### src/rtl/core/auto_range_histogram_defines.svh
// assertion macros for the auto-ranging histogram
`ifndef AUTO_RANGE_HISTOGRAM_DEFINES_SVH
`define AUTO_RANGE_HISTOGRAM_DEFINES_SVH
`ifndef SYNTHESIS
`define ARH_ASSERT_IMP(lbl, clk, rstn, ante, cons) \
  lbl: assert property (@(posedge clk) disable iff (!rstn) (ante) |-> (cons)) \
    else $error("histogram assertion failed");
`define ARH_ASSERT_NXT(lbl, clk, rstn, ante, cons) \
  lbl: assert property (@(posedge clk) disable iff (!rstn) (ante) |=> (cons)) \
    else $error("histogram assertion failed");
`else
`define ARH_ASSERT_IMP(lbl, clk, rstn, ante, cons)
`define ARH_ASSERT_NXT(lbl, clk, rstn, ante, cons)
`endif
`endif

### src/rtl/core/arh_pkg.sv
// shared types and constants of the auto-ranging histogram
`timescale 1ns / 1ps
package arh_pkg;
  localparam int SAMPLE_W    = 24;
  localparam int MAX_SAMPLES = 1024;
  localparam int SAMPLE_AW   = $clog2(MAX_SAMPLES);
  localparam int HELD_W      = $clog2(MAX_SAMPLES + 1);
  localparam int MAX_BINS    = 64;
  localparam int BIN_W       = $clog2(MAX_BINS);
  localparam int NBINS_W     = $clog2(MAX_BINS + 1);
  localparam int FRAC_BITS   = 8;
  localparam int BPU_W       = 10;
  localparam logic [BPU_W-1:0] BPU_RESET = 10'd32;
  localparam int COUNT_W     = 11;
  localparam int FRACT_W     = 17;
  localparam int Q16_SHIFT   = 16;
  localparam int RANGE_W     = SAMPLE_W + 1;
  localparam int DIVD_W      = 32;
  localparam int DIVS_W      = 26;
  localparam int OUT_DATA_W  = 64;
  localparam int OUT_USER_W  = 3;

  typedef enum logic [3:0] {
    S_IDLE, S_RANGE, S_NBINS, S_CHK, S_SRD, S_SMUL, S_SDIV, S_CRD, S_CWR,
    S_CMUL, S_CDIV, S_FRD, S_FMUL, S_FDIV, S_OUT
  } arh_state_t;

  typedef struct packed {
    logic load;
    logic calc_range;
    logic calc_nbins;
    logic st_rd;
    logic bin_mul;
    logic cnt_rd_bin;
    logic cnt_wr;
    logic ctr_mul;
    logic ctr_take;
    logic cnt_rd_idx;
    logic frac_mul;
    logic out_load;
    logic out_empty;
    logic next_bin;
    logic clear;
  } arh_cmd_t;

  typedef struct packed {
    logic zero_bins;
    logic div_done;
    logic samp_last;
    logic out_last;
  } arh_stat_t;
endpackage

### src/rtl/core/arh_ctrl.sv
// histogram controller: sequences load, binning pass and result output
`timescale 1ns / 1ps
module arh_ctrl (
  input  logic               clk,
  input  logic               rst_n,
  input  logic               in_tvalid,
  input  logic               in_tlast,
  output logic               in_tready,
  output logic               out_tvalid,
  input  logic               out_tready,
  input  arh_pkg::arh_stat_t stat,
  output arh_pkg::arh_cmd_t  cmd
);
  import arh_pkg::*;

  arh_state_t state_r, state_nxt;

  // state register
  always_ff @(posedge clk) begin
    if (!rst_n) begin
      state_r <= S_IDLE;
    end else begin
      state_r <= state_nxt;
    end
  end

  // next state and commands
  always_comb begin
    state_nxt  = state_r;
    cmd        = '0;
    in_tready  = 1'b0;
    out_tvalid = 1'b0;
    unique case (state_r)
      S_IDLE: begin
        in_tready = 1'b1;
        if (in_tvalid) begin
          cmd.load = 1'b1;
          if (in_tlast) state_nxt = S_RANGE;
        end
      end
      S_RANGE: begin
        cmd.calc_range = 1'b1;
        state_nxt      = S_NBINS;
      end
      S_NBINS: begin
        cmd.calc_nbins = 1'b1;
        state_nxt      = S_CHK;
      end
      S_CHK: begin
        if (stat.zero_bins) begin
          cmd.out_empty = 1'b1;
          state_nxt     = S_OUT;
        end else begin
          state_nxt = S_SRD;
        end
      end
      S_SRD: begin
        cmd.st_rd = 1'b1;
        state_nxt = S_SMUL;
      end
      S_SMUL: begin
        cmd.bin_mul = 1'b1;
        state_nxt   = S_SDIV;
      end
      S_SDIV: begin
        if (stat.div_done) state_nxt = S_CRD;
      end
      S_CRD: begin
        cmd.cnt_rd_bin = 1'b1;
        state_nxt      = S_CWR;
      end
      S_CWR: begin
        cmd.cnt_wr = 1'b1;
        state_nxt  = stat.samp_last ? S_CMUL : S_SRD;
      end
      S_CMUL: begin
        cmd.ctr_mul = 1'b1;
        state_nxt   = S_CDIV;
      end
      S_CDIV: begin
        if (stat.div_done) begin
          cmd.ctr_take = 1'b1;
          state_nxt    = S_FRD;
        end
      end
      S_FRD: begin
        cmd.cnt_rd_idx = 1'b1;
        state_nxt      = S_FMUL;
      end
      S_FMUL: begin
        cmd.cnt_rd_idx = 1'b1;
        cmd.frac_mul   = 1'b1;
        state_nxt      = S_FDIV;
      end
      S_FDIV: begin
        if (stat.div_done) begin
          cmd.out_load = 1'b1;
          state_nxt    = S_OUT;
        end
      end
      S_OUT: begin
        out_tvalid = 1'b1;
        if (out_tready) begin
          if (stat.out_last) begin
            cmd.clear = 1'b1;
            state_nxt = S_IDLE;
          end else begin
            cmd.next_bin = 1'b1;
            state_nxt    = S_CMUL;
          end
        end
      end
      default: state_nxt = S_IDLE;
    endcase
  end
endmodule

### config.mk
export PLATFORM = sky130hd
export DESIGN_NAME = arh_ctrl
export DESIGN_NICKNAME = d
export VERILOG_FILES = /design/src/rtl/core/auto_range_histogram_defines.svh /design/src/rtl/core/arh_pkg.sv /design/src/rtl/core/arh_ctrl.sv
export SDC_FILE = /design/constraint.sdc
export NUM_CORES = 1
export LEC_CHECK = 0
export BUFFER_PORTS_ARGS = -buffer_cell sky130_fd_sc_hd__buf_2
export CORE_MARGIN = 2
export CORE_UTILIZATION = 38
export CTS_CLUSTER_SIZE = 24
export DETAILED_ROUTE_END_ITERATION = 10
export PLACE_DENSITY = 0.72
export SYNTH_ARGS = -nofsm -noshare
export SYNTH_HDL_FRONTEND = slang
export SYNTH_SLANG_ARGS = --single-unit
### constraint.sdc
create_clock -name clk -period 1.5 [get_ports clk]
set_input_delay 0.225 -clock clk [delete_from_list [all_inputs] [get_ports clk]]
set_output_delay 0.225 -clock clk [all_outputs]
set_load 0.01 [all_outputs]
* Word level (Yosys, flattened, before mapping)
Index checks and enable logic that the tools add are counted.
Operators by class: equality and inequality tests 20, mux-type cells 32, reductions and logical operators 3
Operator list (count):
- 4-bit one-hot mux with 15 select lines | 1
- 4-bit two-way mux | 9
- 4-bit == test (second input constant) | 7
- 1-bit two-way mux | 20
- 4-bit by 3-bit == test with 1-bit output (second input constant) | 4
- 2-bit != test (second input constant) | 6
- 4-bit by 2-bit == test with 1-bit output (second input constant) | 2
- 6-bit AND reduction | 1
- 4-bit by 1-bit == test with 1-bit output (second input constant) | 1
- 4-bit logical NOT | 1
- 2-bit two-way mux | 2
- 2-bit OR reduction | 1
Word-level totals: bits in registers 4, bits of input ports 9, output and inout bits 17, logic and storage cells 56

* Depth between registers and ports, before layout
word-level depth 3, gate-level depth with buffers 6, depth with buffers taken out 4

* Worst setup path after synthesis
OpenSTA, ideal clock, no wires.
path kind register to register, start register state_r[3], end register state_r[3], setup time 116 ps, data arrival time 1404 ps, required time 1384 ps, setup slack -21 ps, stages on the path, launching flop included 6, path buffers 1, clock period less this slack 1521 ps, cell sequence dfxtp_1 > buf_2 > and4b_4 > a22o_4 > o311a_1 > a41o_1
Between the ends: word-level cells in the longest chain between the ends 3, elaborated cells between the ends (all ways) 23, classes of those cells eq/ne: 20; mux: 1; reduce/logical: 2
RTL lines:
- from (decl) | RTL line arh_ctrl.sv:16 | arh_state_t state_r, state_nxt;
- from (signal assigned) | RTL line arh_ctrl.sv:23 | state_r <= state_nxt;
- 4-bit by 3-bit == test with 1-bit output, or another cell as far along | RTL line arh_ctrl.sv:33 | unique case (state_r)
- 2-bit != test (no line)
- 6-bit AND reduction (no line)
Parallel ways exist; a longest one is shown, timed or not. A chain may end at the register's enable or synchronous reset.

==> run_results.csv <==
group,metric,value,unit
status,outcome,"complete, no violations",
timing,fin_crit,1481,ps
setup_path,r2r_slack,30,ps
setup_path,timing.critical_path.buf_inv,2,
yosys,synth_edf_count,0,
yosys,synth.yosys.seq_area_share,16.00,%
yosys,netlist_area,500.5,sq um
setup_path,critPathMaxFanout,6,
flow_run,maxCapViolCount,0,
setup_path,r2r_end,"state_r[1]",
timing,finalCritPeriodShare,98.72,%
clock_network,clock_latency,230,ps
yosys,yosys.area.top_type,"dfxtp_1",
power,seq_power_share,18.7,%
timing,maxSlewViolCount,0,
clock_network,clk_pin_slew,40,ps
setup_path,max_stage_delay,370,ps
grt,use_met3,7.222,%
clock_network,cts_tree,"done",
placement,place.gp.congestion,0.7694,
floorplanning,die_y,40.29,um
power,p_sw,484.4,uW
clock_network,htreeDepth,1,
yosys,ys.warnings.count,0,
timing,finalSetupViolations,0,
yosys,syn_inst,69,
floorplanning,die_area,1623,sq um
layout,area_delta_synth_final,70.75,%
floorplanning,io_pins,26,
yosys,synth_area_leaders,"dfxtp_1 16%, nor2_1 6.0%, nand2_1 5.3%",
layout,drive_gt1_share,59.63,%
timing,relSlewSlack,83.83,%
setup_path,path_cells,"nor4_4 > buf_4 > and2_4 > buf_6",
yosys,ys_types,36,
grt,grt_use_total,20.30,%
yosys,ys_top_cells_by_count,"8 x nor2_1, 7 x nand2_1, 5 x nor3_1",
worst_hold_path,hp-class,"in -> reg",
layout,top_regs,"state_r x4",
routing,drc,0,
routing,wl_per_cell,12.14,um
layout,register_area,95.09,sq um
grt,grt_pass1_vias,563,
floorplanning,rows,13,
power,powerDensity,1443,nW/um^2
setup_path,r2r.worst_path.cells,4,
layout,multi_input_area,425.4,sq um
layout,fin_nets,120,
yosys,synth_ff_type,"dfxtp_1",
setup_path,crit_arrival,1260,ps
grt,grt_pass1_wl,2242,um
grt,grt_overflow,0,
layout,antenna_cells,0,
yosys,syn_nets,78,
floorplanning,start_util,39.45,%
setup_path,cp-start-kind,"flip-flop",
setup_path,worstSetupPathType,"reg -> out",
routing,drtPass1Iterations,4,
grt,grtUsageMet2,35.89,%
clock_network,cts_buffers,3,
timing,whs,261.6,ps
power,switching_share,39.28,%
timing,tightest_slew,239.2,ps
yosys,syn_area_per_cell,7.253,sq um
clock_network,cts.sinks,4,
timing,max_freq,675.3,MHz
setup_path,r2r_start,"state_r[1]",
placement,dp_hpwl,1017,um
layout,largest_reg_flops,4,
power,power,1233,uW
routing,vias_per_cell,5.403,
placement,dp_slack,-68.02,ps
floorplanning,die_w,40.29,um
setup_path,endpoint_kind,"output pin",
clock_network,cts_root_buffer,"clkbuf_4",
timing,rsz0062_at_grt,"true",
timing,layout_setup_ws,19.15,ps
timing,finClkSkew,4.835,ps
routing,wirelength,1505,um
power,p_comb_share,71.0,%
setup_path,cp_slowest_cell,"dfxtp_4",
power,clkPwrFrac,10.3,%
setup_path,startpoint,"state_r[3]",
routing,drt_iter0_markers,8,
yosys,synth_top_cell_area_share,16.00,%
power,p_leak,0.0004395,uW
timing,hold_viol,0,
yosys,yosysMostFrequentCell,"nor2_1",
setup_path,cp_data_required_time,1270,ps
power,p_int,748.7,uW
layout,largest-register,"state_r",
layout,fill_cells,114,
setup_path,crit_family,"simple AND/OR/NAND/NOR gates",
floorplanning,core,1269,sq um
yosys,synthArstFlopShare,0,%
yosys,synth-seq-cells,4,
routing,vias,670,
setup_path,crit_cells,4,
grt,antenna_found_initial,0,
setup_path,setup.worst_path.end,"cmd[14]",
routing,ant_nets,0,
grt,grt_max_degree,12,
grt,top_usage_layer,"met2",
grt,grt_util_met1,24.00,%
power,ir_worst_vdd,0.6678,mV
placement,io_buffers,25,
clock_network,cts_buffer_depth,2,
[worst min path at each step]
stage                     startpoint    endpoint  slack [ps]  depth (start not counted)
final                          rst_n  state_r[0]         260                          2
after floorplan                rst_n  state_r[0]         340                          1
after global routing           rst_n  state_r[0]         250                          2
after detailed placement       rst_n  state_r[0]         500                          2
after CTS                      rst_n  state_r[0]         250                          2
after global placement         rst_n  state_r[0]         500                          2
[through the flow]
step / setup TNS [ps] / instance area, sq um / std cells / utilization, %
after floorplan: 0 / 510.5 / 69 / -
after global placement: 0 / 694.4 / 114 / 54.73
after detailed placement: -106.9 / 694.4 / 114 / 54.73
after CTS: -20.73 / 760.7 / 117 / 59.96
after global routing: -270.4 / 854.6 / 124 / 67.36
final: 0 / 854.6 / 124 / 67.36
[layout by cell type, fill, tap and decap left out, types with 2 or more instances in the layout]
cell type	netlist	final
buf_2	2	24
buf_4	1	17
nor2_1	8	7
nand2_1	7	6
dfxtp_4	0	4
nand2b_1	4	3
nor3_1	5	3
clkbuf_4	0	3
nor3_2	0	2
and3_1	2	2
inv_1	2	2
a21oi_1	2	2
o21ai_0	3	2
buf_6	1	2
[logic make-up after synthesis]
family / Yosys count / share of synthesized area (%)
xor gates and xnor gates: 1 / 1.750
buffers and inverters: 9 / 9.501
and+or+nand+nor: 39 / 45.50
muxes: 1 / 2.000
AOI/OAI and AO/OA: 15 / 25.25
DFF: 4 / 16.00
[power by group through the flow]
| stage | logic [uW] | registers [uW] | clock network (uW) |
|---|---|---|---|
| floorplan | 466 | 157 | 0 |
| global placement | 630 | 197 | 0 |
| detailed placement | 639 | 201 | 0 |
| CTS | 695 | 233 | 136 |
| global route | 950 | 238 | 149 |
| finish | 875 | 231 | 127 |
[cell type report]
type                    instances  area share [%]
multi-input cells              56           49.78
well taps                      15           2.196
flip-flops and latches          4           11.13
clock buffers                   3           2.635
repair buffers                 44           33.38
inverters                       2          0.8785
[routing by layer]
layer  vias up  part of all wire [%]
li1        332                     -
met1       315                    44
met5         -                     0
met2        23                    51
met4         0                     0
met3         0                   4.9
[repair_timing]
action | 4_1_cts | 5_1_grt
setup buffers | 0 | 7
cloned | 0 | 0
hold buffers | 0 | 0
setup endpoints to repair | 13 | 10
pin swaps | 1 | 4
endpoints found under the hold margin | 0 | 0
gates resized for setup | 13 | 11
Note: power is estimated with default switching activity, not from simulation.
